### src/hw/rtl/crcls_len_store.sv
`default_nettype none
// ----------------------------------------------------------------------------
// crcls_len_store
// length of each stored frame, one write and one registered read
// ----------------------------------------------------------------------------
module crcls_len_store #(
	parameter int DEPTH  = 8,
	parameter int IDX_W  = 3,
	parameter int LEN_W  = 7
) (
	input  wire              clk,
	input  wire              we,
	input  wire [IDX_W-1:0]  waddr,
	input  wire [LEN_W-1:0]  wdata,
	input  wire [IDX_W-1:0]  raddr,
	output logic [LEN_W-1:0] rdata
);
	logic [LEN_W-1:0] mem [DEPTH];

	always_ff @(posedge clk) begin
		if (we) begin
			mem[waddr] <= wdata;
		end
		rdata <= mem[raddr];
	end

endmodule : crcls_len_store
`default_nettype wire

### config.mk
export PLATFORM = sky130hd
export DESIGN_NAME = crcls_len_store
export DESIGN_NICKNAME = d
export VERILOG_FILES = /design/src/hw/rtl/crcls_len_store.sv
export SDC_FILE = /design/constraint.sdc
export NUM_CORES = 1
export LEC_CHECK = 0
export BUFFER_PORTS_ARGS = -buffer_cell sky130_fd_sc_hd__clkbuf_2
export CAP_MARGIN = 25
export CORE_ASPECT_RATIO = 1.4
export CORE_UTILIZATION = 61
export DETAILED_ROUTE_END_ITERATION = 10
export PLACE_DENSITY = 0.82
export SLEW_MARGIN = 20
export SYNTH_ARGS = -nofsm -noshare
export SYNTH_HDL_FRONTEND = slang
export SYNTH_SLANG_ARGS = --single-unit
export TNS_END_PERCENT = 1
### constraint.sdc
create_clock -name clk -period 4 [get_ports clk]
set_input_delay 0.8 -clock clk [delete_from_list [all_inputs] [get_ports clk]]
set_output_delay 0.8 -clock clk [all_outputs]
set_load 0.02 [all_outputs]
==> summary.txt, run 1 <==
Setup path
  • Worst Setup End Kind: flop
  • Reg2Reg Setup Slack: 2.72 ns
  • Endpoint of the lowest-slack register-to-register path: rdata[3]
  • Type of element launching the critical path: input port
  • Critical path data required time: 4.22 ns
  • R2R cell count: 2
  • Type of the worst setup path: in2reg
  • Launch point of the worst reg-to-reg path: mem[0][3]
  • Arrival time at the worst endpoint: 2.06 ns
  • CP Max Fanout: 14

Finish
  • Nets: 146
  • Area growth, synth to finish: 16.61%
  • Fraction of layout cells with a size suffix above 1: 0.3235
  • Antenna cell count: 0
  • Multi-input combinational cell area: 505.5 µm²
  • Final cell count without fillers: 178
  • Area occupied by registers: 0.001822 mm²
  • Filler Cells Inserted: 203

STA
  • Final hold violation count: 0
  • RSZ-0062 raised after global routing: no
  • Slew at the pin with the worst max-slew slack: 0.8185 ns
  • Share of the clock period used by the worst path: 0.4610
  • Peak Freq: 542.3 MHz
  • Min Tclk post-route: 1.844 ns
  • Total Neg Setup Slack: 0 ns
  • Max-slew headroom: 0.4524
  • Total of endpoints with negative setup slack in the final report: 0
  • Post-Route Skew: 0.003602 ns
  • Final number of max-transition violations: 0

Power
  • Total power consumption of the routed design: 0.001525 W
  • Power Dens Cells: 552.9 mW/mm²
  • Peak supply drop: 0.4737 mV
  • Pleak: 0.9867 nW

Clocking
  • Total CTS buffers: 9
  • Number of levels the H-tree was split into: 3
  • TritonCTS clock tree: yes
  • Clock sink count: 63
  • Max Root-Sink Buffers: 2
  • Post-CTS Setup Bufs: 0
  • Clock latency of the later-clocked register in the worst-skew pair: 0.33 ns
  • Worst-path clk slew: 0.06 ns
  • Quantity of gates resized following cts: 0
  • Root cell of the clock tree: clkbuf_8
  • Post-CTS Hold Buffers: 0

Global route
  • Global-route wire length before repair: 5216 µm
  • Via count of the first global-routing pass: 1035
  • Total Routing Usage GR: 0.2099
  • Number of antenna violations at the first check in global routing: 0
  • Pin count of the biggest net entering global routing: 15
  • Sum of overflow across all layers after global routing: 0

Die
  • Floorplan row count: 26
  • Number of top-level pins: 22
  • Die extent in x: 54.64 µm
  • Height of the chip: 75.69 µm
  • Std-Cell Core Area: 0.003676 mm²
  • Die outline area: 0.004135 mm²
  • Initial core utilization: 0.6436

Worst hold path
  • Depth of the worst hold-timing path: 2
  • Hold crit path type: reg2reg
  • Hold Path Origin: mem[2][1]
  • Hold-critical path endpoint: rdata[1]

Logic synthesis
  • YS warnings: 0
  • Syn Nets: 116
  • Synthesized area divided by synthesized cell count: 23.43 µm²
  • Mapped Area: 0.002366 mm²
  • Synthesized flop and latch total: 63
  • Share of the yosys chip area belonging to registers: 0.7700
  • Yosys cell types: 12
  • Post-synth top area share: 0.7107
  • Post-Synthesis Cells: 101
  • Dominant cells by area after synthesis: edfxtp_1 71%, mux4_1 16%, dfxtp_1 5.9%
  • Synth area leader: edfxtp_1

Routing
  • Aggregate routed wire length: 3671 µm
  • DR vias: 1049
  • Vias per cell: 5.893
  • Number of detailed-route iterations in the first pass: 4
  • Detailed router's first-iteration violation count: 58
  • Drt wl/cell: 20.62 µm
  • Post-route DRC violation count: 0
  • Post-route antenna net violation count: 0

Placement
  • Count of buffers inserted at the top-level ports: 21
  • Final RePlAce weighted congestion: 0.7096
  • Total instance count after detailed placement: 162
  • DP HPWL: 2332 µm

Status
  • Result of the run: finished clean

Flow run
  • Max Cap Violations: 0
area by class of cell:
class,instances,area share
Clock buffer,9,0.04490
Clock inverter,7,0.04898
Multi-Input combinational cell,34,0.1832
Sequential cell,63,0.6603
Tap cell,42,0.01905
Timing Repair Buffer,23,0.04354
layer usage:
layer  track usage  vias to the layer above  share of wire
met5             0                        -              0
met4        0.1396                        0          0.031
met3       0.08184                       12          0.049
met2        0.3293                       43           0.51
met1        0.2314                      509           0.41
li1              -                      485              -
power breakdown:
part	internal [W]	switching, W
Sequential	0.000743	0.00000614
Clock	0.000473	0.000228
Combinational	0.0000340	0.0000417
Total	0.00125	0.000276
how the worst max path moves through the flow:
stage	startpoint	to	cells past startpoint
3_3_place_gp	raddr[0]	rdata[3]	3
2_1_floorplan	raddr[0]	rdata[0]	4
5_1_grt	raddr[0]	rdata[3]	3
6_report	raddr[0]	rdata[4]	3
4_1_cts	raddr[0]	rdata[4]	3
3_5_place_dp	raddr[0]	rdata[3]	3
metrics by stage:
step           hold slack, ns    util  area [µm²]  worst slack, ns
3_3_place_gp           0.6466  0.6801        2500            1.846
3_5_place_dp           0.6634  0.6801        2500            1.810
5_1_grt                0.6966  0.7505        2759            2.114
4_1_cts                0.6791  0.7505        2759            2.156
6_report               0.6733  0.7505        2759            2.156
2_1_floorplan          0.6408       -        2366            2.075
cell usage after synthesis:
cell type / n
buf_6: 1
dfxtp_1: 7
mux2_2: 7
mux4_1: 14
nand2_1: 2
edfxtp_1: 56
nor3_1: 2
buf_1: 1
nor2_1: 6
nand2b_1: 3
buf_12: 1
clkbuf_1: 1
placed cells by master, fill, tap and decap left out:
master      synthesis  layout
edfxtp_1           56      56
clkbuf_2            0      21
mux4_1             14      14
clkbuf_8            0       9
mux2_2              7       7
dfxtp_1             7       7
nor2_1              6       6
bufinv_16           0       4
nand2b_1            3       3
nand2_1             2       2
nor3_1              2       2
clkinv_1            0       2
buf_4               0       2
clkinvlp_4          0       1
cell families (layout without fill, tap and decap cells):
kind of cell | after synthesis | count (layout) | synth area share
buf+inv | 4 | 39 | 0.01639
flops | 63 | 63 | 0.7700
mux | 21 | 21 | 0.1888
simple gates | 13 | 13 | 0.02486
sequential cells by signal (all words and copies together) (netlist names):
name / flops
mem: 56
rdata: 7
worst max-delay path: stages:
cell      delay, ns
clkbuf_2       0.36
mux4_1         0.62
mux2_2         0.27
Power figures use the tool's default switching activity.
==> run 2: changes to the inputs <==
CORE_UTILIZATION = 52   (was 61)
PLACE_DENSITY = 0.74   (was 0.82)
clock period = 1.6 ns   (was 4 ns; I/O delays follow)
==> run 2 against run 1 <==
Net effect:
- flip-flop and latch count is the same
- design area shrank 0.54%
- largest cell class unchanged
- clock power grew 57%
- count of clock-buffer cells in the layout grew 2
- via count grew 5.4%
- worst hold slack lost 0.40 ns
- critical path depth shrank 1
- largest power group unchanged
- die area grew 17%
==> summary.txt, run 2 (same netlist as run 1, synthesis figures left out) <==
Status
  • Result of the run: finished clean (unchanged)

Clocking
  • Clock latency of the later-clocked register in the worst-skew pair: 0.32 ns (was 0.33 ns)
  • Number of levels the H-tree was split into: 3 (unchanged)
  • Post-CTS Setup Bufs: 0 (unchanged)
  • Max Root-Sink Buffers: 2 (unchanged)
  • Clock sink count: 63 (unchanged)
  • Total CTS buffers: 9 (unchanged)
  • Root cell of the clock tree: clkbuf_8 (unchanged)
  • Quantity of gates resized following cts: 0 (unchanged)
  • TritonCTS clock tree: yes (unchanged)
  • Worst-path clk slew: 0.06 ns (about the same)
  • Post-CTS Hold Buffers: 0 (unchanged)

Power
  • Total power consumption of the routed design: 0.003171 W (was 0.001525 W)
  • Pleak: 0.9904 nW (was 0.9867 nW)
  • Power Dens Cells: 1156 mW/mm² (was 552.9 mW/mm²)
  • Switching power: 0.0006705 W (was 0.0002758 W)
  • Share of total power consumed by net switching: 0.2114 (was 0.1808)
  • Logic pwr share: 0.064 (was 0.050)
  • Share of power burned in the clock network: 0.346 (was 0.459)
  • Sequential power share: 0.590 (was 0.491)
  • Internal Power: 0.002501 W (was 0.001250 W)
  • Peak supply drop: 0.6494 mV (was 0.4737 mV)

STA
  • Peak Freq: 792.0 MHz
  • Min Tclk post-route: 1.263 ns
  • RSZ-0062 raised after global routing: no (unchanged)
  • Max-slew headroom: 0.7709 (was 0.4524)
  • Post-Route Skew: 0.003111 ns (was 0.003602 ns)
  • Total of endpoints with negative setup slack in the final report: 0 (unchanged)
  • Final number of max-transition violations: 0 (unchanged)
  • Slew at the pin with the worst max-slew slack: 0.3437 ns (was 0.8185 ns)
  • Final hold violation count: 0 (unchanged)
  • Share of the clock period used by the worst path: 0.7892
  • Total Neg Setup Slack: 0 ns (unchanged)

Setup path
  • Cell-by-cell listing of the critical path: mux4_1 -> mux2_2 (was clkbuf_2 -> mux4_1 -> mux2_2)
  • Arrival time at the worst endpoint: 1.47 ns (was 2.06 ns)
  • CP Max Fanout: 1 (was 14)
  • Launch point of the worst reg-to-reg path: mem[3][1] (was mem[0][3])
  • Type of the worst setup path: reg2reg (was in2reg)
  • Timing startpoint of the critical path: mem[3][1] (was raddr[0])
  • Worst Setup End Kind: flop (unchanged)
  • CP Buf/Inv Count: 0 (was 1)
  • Critical path's slowest cell: mux4_1 (unchanged)
  • Cell class contributing the biggest share of worst-path delay: multiplexers (unchanged)
  • Maximum single-stage delay on the critical path: 0.51 ns (was 0.62 ns)
  • Type of element launching the critical path: flop (was input port)
  • Critical path data required time: 1.81 ns (was 4.22 ns)

Routing
  • Number of detailed-route iterations in the first pass: 4 (unchanged)
  • Detailed router's first-iteration violation count: 33 (was 58)
  • Aggregate routed wire length: 3835 µm (was 3671 µm)
  • Drt wl/cell: 18.89 µm (was 20.62 µm)
  • Post-route antenna net violation count: 0 (unchanged)
  • Post-route DRC violation count: 0 (unchanged)
  • Vias per cell: 5.448 (was 5.893)
  • DR vias: 1106 (was 1049)

Worst hold path
  • Hold crit path type: in2reg (was reg2reg)
  • Hold Path Origin: wdata[0] (was mem[2][1])

Finish
  • Antenna cell count: 0 (unchanged)
  • Fraction of layout cells with a size suffix above 1: 0.3566 (was 0.3235)
  • Leading cell type in the layout, fill and taps excluded: edfxtp_1 (unchanged)
  • Max reg flops: 56 (unchanged)
  • Largest registers ranked by flip-flop count: mem (56), rdata (7) (unchanged)
  • Nets: 153 (was 146)
  • Top reg by flops: mem (unchanged)
  • Most frequent cells in the layout: 56 x edfxtp_1, 21 x clkbuf_2, 14 x mux4_1 (unchanged)
  • Area growth, synth to finish: 15.97% (was 16.61%)

Global route
  • Sum of overflow across all layers after global routing: 0 (unchanged)
  • Number of antenna violations at the first check in global routing: 0 (unchanged)
  • Pin count of the biggest net entering global routing: 15 (unchanged)
  • Total Routing Usage GR: 0.1846 (was 0.2099)
  • Via count of the first global-routing pass: 1133 (was 1035)
  • Global-route wire length before repair: 5782 µm (was 5216 µm)

Die
  • Initial core utilization: 0.5491 (was 0.6436)
  • Height of the chip: 81.82 µm (was 75.69 µm)
  • Std-Cell Core Area: 0.004309 mm² (was 0.003676 mm²)
  • Die outline area: 0.004828 mm² (was 0.004135 mm²)
  • Floorplan row count: 28 (was 26)
  • Die extent in x: 59.01 µm (was 54.64 µm)
  • Number of top-level pins: 22 (unchanged)

Placement
  • DP HPWL: 2442 µm (was 2332 µm)
  • Final RePlAce weighted congestion: 0.7100 (was 0.7096)
  • Count of buffers inserted at the top-level ports: 21 (unchanged)

Flow run
  • Max Cap Violations: 0 (unchanged)
-- run 2: layout make-up --
class	count	area [µm²]
clock buffers	11	131.4
clock inverters	5	25.02
fillers	303	1565
multi-input cells	34	505.5
flip-flops and latches	63	1822
well taps	60	75.07
repair buffers	30	185.2
-- run 2: worst register-to-register path: cells and delay by family, from the launching register on --
| family | cells | cell delay (ns) |
|---|---|---|
| multiplexers | 2 | 0.78 |
| flip-flops | 1 | 0.37 |
-- run 2: worst paths after layout --
check             slack, ns  cells past startpoint   endpoint
hold reg to reg        0.67                      2   rdata[1]
hold / removal         0.27                      1  mem[0][0]
setup / recovery       0.34                      2   rdata[1]
setup reg to reg       0.34                      2   rdata[1]
-- run 2: power groups by stage --
stage / Sequential [W] / Clock [W] / Combinational (W)
floorplan: 0.00193 / 0 / 0.0000992
global placement: 0.00190 / 0 / 0.000196
detailed placement: 0.00191 / 0 / 0.000207
CTS: 0.00187 / 0.00112 / 0.000207
global route: 0.00188 / 0.00120 / 0.000218
finish: 0.00187 / 0.00110 / 0.000204
-- run 2: layer usage --
layer / wire (µm) / track usage / vias up / share of wire
met2: 2122 / 0.3125 / 21 / 0.55
met5: 0 / 0 / - / 0
li1: - / - / 503 / -
met4: 56 / 0.07857 / 0 / 0.015
met3: 107 / 0.06299 / 7 / 0.028
met1: 1547 / 0.2127 / 575 / 0.40
-- run 2: through the flow --
step	hold WS (ns)	worst slack [ns]	utilization	area, µm²	instances
2_1_floorplan	0.4189	0.1548	-	2366	101
3_3_place_gp	0.5829	0.06930	0.6005	2587	187
3_5_place_dp	0.6002	0.06452	0.6005	2587	187
4_1_cts	0.2615	0.3340	0.6368	2744	203
5_1_grt	0.2705	0.2997	0.6368	2744	203
6_report	0.2737	0.3373	0.6368	2744	203
