**src/hw/rtl/crcls_pkg.sv**
```systemverilog
`default_nettype none
// ----------------------------------------------------------------------------
// crcls_pkg
// shared types and codes of the capture repeat classifier
// ----------------------------------------------------------------------------
package crcls_pkg;

	// result codes
	localparam logic [1:0] CLS_FIXED        = 2'd0;
	localparam logic [1:0] CLS_ROLLING      = 2'd1;
	localparam logic [1:0] CLS_INCONSISTENT = 2'd2;

	localparam int BYTE_W = 8;
	localparam int DIST_W = 8;

	// control of the distance accumulator
	typedef struct packed {
		logic clr;  // start a new pair
		logic vld;  // read data of both frames valid this cycle
	} acc_ctl_t;

endpackage : crcls_pkg
`default_nettype wire

```
**src/hw/rtl/crcls_dist_acc.sv**
```systemverilog
`default_nettype none
// ----------------------------------------------------------------------------
// crcls_dist_acc
// saturating hamming distance of one frame pair, one byte pair per cycle while ctl.vld is set
// ----------------------------------------------------------------------------
module crcls_dist_acc (
	input  wire                          clk,
	input  wire crcls_pkg::acc_ctl_t     ctl,
	input  wire [crcls_pkg::BYTE_W-1:0]  byte_a,
	input  wire [crcls_pkg::BYTE_W-1:0]  byte_b,
	output logic [crcls_pkg::DIST_W-1:0] dist_q
);
	import crcls_pkg::*;

	logic [BYTE_W-1:0] diff;
	logic [3:0]        ones;
	logic [DIST_W:0]   sum;

	always_comb begin
		diff = byte_a ^ byte_b;
		ones = 4'd0;
		for (int i = 0; i < BYTE_W; i++) begin
			ones = ones + {3'd0, diff[i]};
		end
		sum = {1'b0, dist_q} + {{(DIST_W-3){1'b0}}, ones};
	end

	always_ff @(posedge clk) begin
		if (ctl.clr) begin
			dist_q <= '0;
		end else if (ctl.vld) begin
			// clamp at the top of the range
			dist_q <= sum[DIST_W] ? {DIST_W{1'b1}} : sum[DIST_W-1:0];
		end
	end

endmodule : crcls_dist_acc
`default_nettype wire
```
**config.mk**
```make
export PLATFORM = sky130hd
export DESIGN_NAME = crcls_dist_acc
export DESIGN_NICKNAME = d
export VERILOG_FILES = /design/src/hw/rtl/crcls_pkg.sv /design/src/hw/rtl/crcls_dist_acc.sv
export SDC_FILE = /design/constraint.sdc
export NUM_CORES = 1
export LEC_CHECK = 0
export BUFFER_PORTS_ARGS = -buffer_cell sky130_fd_sc_hd__buf_2
export CAP_MARGIN = 20
export CORE_AREA = 3 3 43 45
export DETAILED_ROUTE_END_ITERATION = 16
export DIE_AREA = 0 0 46 48
export GPL_ROUTABILITY_DRIVEN = 0
export PLACE_DENSITY = 0.75
export SYNTH_ARGS = -nofsm -noshare
export SYNTH_HDL_FRONTEND = slang
export SYNTH_SLANG_ARGS = --single-unit
```
**constraint.sdc**
```tcl
create_clock -name clk -period 4.13 [get_ports clk]
set_clock_uncertainty 0.2 [all_clocks]
set_input_delay 0.2065 -clock clk [delete_from_list [all_inputs] [get_ports clk]]
set_output_delay 0.2065 -clock clk [all_outputs]
set_load 0.01 [all_outputs]
```
==> results.sh, run 1 <==
export IMPL_cts_sinks=8
export IMPL_diodes=0
export IMPL_crit_arrival_ns=3.70
export IMPL_grt_max_degree=14
export IMPL_place_hpwl_um=1210
export IMPL_crit_fanout=6
export IMPL_synth_flop_cell="dfxtp_1"
export IMPL_critPathRequiredTime_ns=4.10
export IMPL_firstDrtPassIters=3
export IMPL_synth_top_area_frac=0.226
export IMPL_cts_buffer_depth=2
export IMPL_grt_usage=0.145
export IMPL_ys_ff_latch=8
export IMPL_start_util=0.471
export IMPL_finalCritPeriodShare=0.903
export IMPL_syn_area_um2=709
export IMPL_status="finished clean"
export IMPL_async_reset_ff_frac=0
export IMPL_antenna_found_initial=0
export IMPL_regMostFlops="dist_q"
export IMPL_die_x_um=46
export IMPL_top_regs="dist_q: 8 flops"
export IMPL_power_density_nw_per_um2=508
export IMPL_clk_pin_slew_worst_paths_ns=0.06
export IMPL_synth_seq_area_share=0.226
export IMPL_hold_depth=2
export IMPL_grt_pass1_wl_um=2260
export IMPL_cts_tree="done"
export IMPL_r2r_cells=11
export IMPL_numCtsBuffers=3
export IMPL_clockRootBuffer="clkbuf_4"
export IMPL_grt_pass1_vias=557
export IMPL_setup_violations=0
export IMPL_via_count=653
export IMPL_cts_resized=0
export IMPL_syn_inst=76
export IMPL_tightest_slew_ns=0.356
export IMPL_cp_start_kind="flip-flop"
export IMPL_io_pins=27
export IMPL_syn_nets=106
export IMPL_min_path_type="primary input to flip-flop"
export IMPL_final_cells=119
export IMPL_coreArea_um2=1510
export IMPL_slew_headroom=0.762
export IMPL_postCtsSetupBuffers=0
export IMPL_setup_tns_ns=0
export IMPL_wl_per_cell_um=12.1
export IMPL_crit_type="flip-flop to flip-flop"
export IMPL_drcViolationCount=0
export IMPL_yosysWarnings=0
export IMPL_dieHeight_um=48
export IMPL_dp_cells=116
export IMPL_synthDistinctLibCells=32
export IMPL_fin_util=0.578
export IMPL_num_rows=14
export IMPL_port_buffers=26
export IMPL_via_per_inst=5.49
export IMPL_layout_nets=135
export IMPL_finalMaxSlewViolations=0
export IMPL_synth_area_top_cells="dfxtp_1 23%, fa_1 14%, ha_1 11%"
export IMPL_drive_gt1_frac=0.301
export IMPL_h_tree_depth=1
export IMPL_nFillCells=145
export IMPL_hold_viol=0
export IMPL_drt_iter0_markers=10
export IMPL_synth_top_cell_by_area="dfxtp_1"
export IMPL_fin_crit_ns=3.73
export IMPL_grt_setup_unrepaired="no"
export IMPL_worstSkewPairLatency_ns=0.26
export IMPL_grt_overflow_total=0
export IMPL_largest_reg_flops=8
export IMPL_hold_buffers=0
export IMPL_drtAntennaViolNets=0
export IMPL_drv_cap=0
export IMPL_die_area_um2=2210
export IMPL_peakVddDrop_mv=0.308
export IMPL_p_leak_nw=0.401
export IMPL_synth_edf_count=0
export IMPL_synth_avg_cell_area_um2=9.33
export IMPL_end_kind="flip-flop"
export IMPL_wl_um=1440
export IMPL_max_freq_mhz=268
export IMPL_syn2layout_area_growth_pct=22.8
-- path summary, 6_finish.rpt --
path | from | slack [ns] | end
worst max register to register | dist_q[0] | 0.40 | dist_q[6]
worst min-delay path | ctl[1] | 0.07 | dist_q[1]
worst min register to register | dist_q[2] | 0.30 | dist_q[2]
worst max-delay path | dist_q[0] | 0.40 | dist_q[6]
-- cell usage in the layout, fill, tap and decap left out, types with 3 or more instances in the layout --
master    count
fa_1          5
inv_1         5
dfxtp_1       8
a21oi_1       4
ha_1          6
buf_2        26
a211oi_1      6
xor2_1        4
clkbuf_4      3
nor2_1        6
nand3_1       3
xnor2_1       5
-- critical path, stage by stage (launching register included) --
cell      delay (ns)
dfxtp_1         0.33
fa_1            0.51
fa_1            0.54
inv_1           0.05
fa_1            0.51
fa_1            0.45
inv_1           0.08
fa_1            0.20
nand3_1         0.14
a21boi_2        0.29
a31oi_1         0.13
a211oi_1        0.21
-- stage by stage --
stage          instance area (µm²)  hold WS, ns  worst slack [ns]  power (W)
2_1_floorplan                  709        0.144             0.565   0.000321
3_3_place_gp                   848        0.292             0.274   0.000382
3_5_place_dp                   848        0.298             0.269   0.000391
4_1_cts                        871       0.0702             0.366   0.000454
5_1_grt                        871       0.0759             0.194   0.000501
6_report                       871       0.0726             0.399   0.000442
-- cells by family after synthesis --
kind of cell / Yosys count / share of synthesized area
AO/OA/AOI/OAI: 20 / 0.206
adder cells (fa/ha/maj): 11 / 0.247
flip-flops: 8 / 0.226
buffers and inverters: 7 / 0.0423
AND/OR/NAND/NOR: 20 / 0.153
multiplexers: 1 / 0.0141
XOR/XNOR: 9 / 0.111
-- final cells by class --
cell class	instances	area, µm²	area share
Multi-Input combinational cell	61	519	0.596
Tap cell	16	20.0	0.0230
Clock buffer	3	22.5	0.0259
Sequential cell	8	160	0.184
Inverter	5	18.8	0.0216
Timing Repair Buffer	26	130	0.149
-- power breakdown --
| part | total [W] | internal [W] | switching, W |
|---|---|---|---|
| clock network | 0.0000606 | 0.0000333 | 0.0000273 |
| logic | 0.000267 | 0.000128 | 0.000139 |
| registers | 0.000115 | 0.0000966 | 0.0000180 |
| total | 0.000442 | 0.000258 | 0.000184 |
-- synthesized netlist by cell type, drive strengths merged (2+ instances only) --
library cell and n:
a211oi 6, a21oi 5, a31oi 2, dfxtp 8
fa 5, ha 6, inv 5, nand3 3
nor2 6, nor2b 2, xnor2 5, xor2 4
-- layer usage --
layer	up-vias	wire length, µm	global-route usage
met5	-	0	0
met4	0	0	0.0170
met3	0	122	0.0677
met2	21	695	0.245
met1	301	617	0.172
li1	331	-	-
No activity file was read; power rests on OpenSTA's default activity.
==> run 2: changes to the inputs <==
ABC_AREA = 1   (was unset)
==> results.sh, run 2 <==
export IMPL_num_rows=14
export IMPL_power_density_nw_per_um2=521
export IMPL_firstDrtPassIters=4
export IMPL_synth_edf_count=0
export IMPL_cts_tree="done"
export IMPL_synthDistinctLibCells=19
export IMPL_crit_arrival_ns=3.63
export IMPL_fin_area_um2=883
export IMPL_grt_usage=0.161
export IMPL_finalMaxSlewViolations=0
export IMPL_cp_start_kind="flip-flop"
export IMPL_crit_fanout=4
export IMPL_via_count=671
export IMPL_antenna_found_initial=0
export IMPL_largest_reg_flops=8
export IMPL_grt_overflow_total=0
export IMPL_crit_slowest_cell="fa_1"
export IMPL_synth_top_family_by_area="adder cells"
export IMPL_synth_top_cell_by_area="dfxtp_1"
export IMPL_path_common_cell="fa_1"
export IMPL_dieHeight_um=48
export IMPL_crit_type="flip-flop to flip-flop"
export IMPL_layout_common_cells="26 x buf_2, 17 x nand2_1, 11 x inv_1, 8 x a21oi_1, 8 x dfxtp_1"
export IMPL_syn_nets=117
export IMPL_place_area_um2=851
export IMPL_path_cells="fa_1 -> fa_1 -> inv_1 -> fa_1 -> fa_1 -> inv_1 -> fa_1 -> nand3_1 -> nand2_2 -> nand2_1 -> nor2_1 -> nand2_1 -> nand2_1 -> a21oi_1"
export IMPL_critPathLaunch="dist_q[0]"
export IMPL_io_pins=27
export IMPL_max_stage_delay_ns=0.54
export IMPL_top_regs="dist_q: 8 flops"
export IMPL_wl_per_cell_um=11.6
export IMPL_hold_viol=0
export IMPL_synth_avg_cell_area_um2=8.18
export IMPL_hold_start="ctl[0]"
export IMPL_grt_setup_unrepaired="no"
export IMPL_yosysWarnings=0
export IMPL_synth_seq_area_share=0.225
export IMPL_clockRootBuffer="clkbuf_4"
export IMPL_layout_nets=148
export IMPL_critPathRequiredTime_ns=4.08
export IMPL_grt_pass1_vias=600
export IMPL_regMostFlops="dist_q"
export IMPL_wl_um=1530
export IMPL_ys_ff_latch=8
export IMPL_drt_iter0_markers=13
export IMPL_ys_top_cells_by_count="17 x nand2_1, 11 x inv_1, 8 x a21oi_1, 8 x dfxtp_1"
export IMPL_synthMuxAreaShare=0
export IMPL_end_kind="flip-flop"
export IMPL_via_per_inst=5.08
export IMPL_drcViolationCount=0
export IMPL_min_path_type="primary input to flip-flop"
export IMPL_cts_buffer_depth=2
export IMPL_peakVddDrop_mv=0.423
export IMPL_syn2layout_area_growth_pct=24.1
export IMPL_clk_pin_slew_worst_paths_ns=0.05
export IMPL_synth_top_area_frac=0.225
export IMPL_grt_max_degree=11
export IMPL_numCtsBuffers=3
export IMPL_cts_resized=0
export IMPL_synth_area_top_cells="dfxtp_1 22%, fa_1 14%, ha_1 11%"
export IMPL_synth_xor_area_frac=0.135
export IMPL_cp_buffers_inverters=2
export IMPL_async_reset_ff_frac=0
export IMPL_status="finished clean"
export IMPL_max_freq_mhz=272
export IMPL_die_x_um=46
export IMPL_hold_depth=2
export IMPL_die_area_um2=2210
export IMPL_grt_pass1_wl_um=2560
export IMPL_syn_area_um2=712
export IMPL_h_tree_depth=1
export IMPL_worstSkewPairLatency_ns=0.25
export IMPL_synth_most_common_cell="nand2_1"
export IMPL_start_util=0.473
export IMPL_tightest_slew_ns=0.254
export IMPL_synth_adder_area_share=0.246
export IMPL_syn_inst=87
export IMPL_synth_compound_area_frac=0.112
export IMPL_diodes=0
export IMPL_setup_violations=0
export IMPL_drive_gt1_frac=0.293
export IMPL_synth_flop_cell="dfxtp_1"
export IMPL_port_buffers=26
export IMPL_drtAntennaViolNets=0
export IMPL_coreArea_um2=1510
export IMPL_cp_top_family="adder cells"
export IMPL_drv_cap=0
export IMPL_cts_sinks=8
export IMPL_slew_headroom=0.829
export IMPL_fin_util=0.586
export IMPL_finalCritPeriodShare=0.891
export IMPL_timing_rr_start="dist_q[0]"
export IMPL_layout_commonest_cell="buf_2"
export IMPL_postCtsSetupBuffers=0
export IMPL_place_hpwl_um=1310
export IMPL_fin_crit_ns=3.68
export IMPL_synth_simple_gate_area_frac=0.207
export IMPL_r2r_cells=14
export IMPL_p_leak_nw=0.455
export IMPL_hold_buffers=1
export IMPL_setup_tns_ns=0
export IMPL_cp_depth=14
## run 2: logic make-up after synthesis
kind of cell / after synthesis
AO/OA/AOI/OAI: 15
XOR/XNOR: 11
flip-flops: 8
AND/OR/NAND/NOR: 30
adder cells (fa/ha/maj): 11
buffers and inverters: 12
## run 2: report_power, final
part,switching (W),internal (W)
clock network,0.0000274,0.0000333
registers,0.0000165,0.0000949
logic,0.000153,0.000136
## run 2: area by class of cell
cell class | count | area (µm²)
clock buffers | 3 | 22.5
fillers | 151 | 623
inverters | 11 | 41.3
multi-input cells | 67 | 499
flip-flops and latches | 8 | 160
well taps | 16 | 20.0
repair buffers | 27 | 140
## run 2: final timing paths
check	endpoint	slack, ns
setup / recovery	dist_q[6]	0.45
hold / removal	dist_q[0]	0.08
setup reg to reg	dist_q[6]	0.45
hold reg to reg	dist_q[1]	0.31
## run 2: metal layers
layer | global-route usage | wire length (µm) | up-vias
met1 | 0.221 | 659 | 311
li1 | - | - | 341
met3 | 0.0226 | 73 | 2
met2 | 0.250 | 780 | 17
met4 | 0.0682 | 17 | 0
met5 | 0 | 0 | -
## run 2: worst register-to-register path, cell delays in order, from the launching register on
cell and delay (ns):
dfxtp_1 0.33, fa_1 0.51, fa_1 0.54, inv_1 0.06
fa_1 0.52, fa_1 0.47, inv_1 0.11, fa_1 0.22
nand3_1 0.10, nand2_2 0.11, nand2_1 0.11, nor2_1 0.13
nand2_1 0.07, nand2_1 0.06, a21oi_1 0.05
## run 2: per-stage QoR
stage | hold slack [ns] | total power, W | cells | setup WS, ns
after floorplan | 0.0756 | 0.000327 | 87 | 0.652
after global placement | 0.254 | 0.000400 | 128 | 0.379
after detailed placement | 0.265 | 0.000404 | 128 | 0.299
after CTS | 0.0798 | 0.000465 | 132 | 0.438
after global routing | 0.105 | 0.000521 | 132 | 0.227
final | 0.0832 | 0.000461 | 132 | 0.450
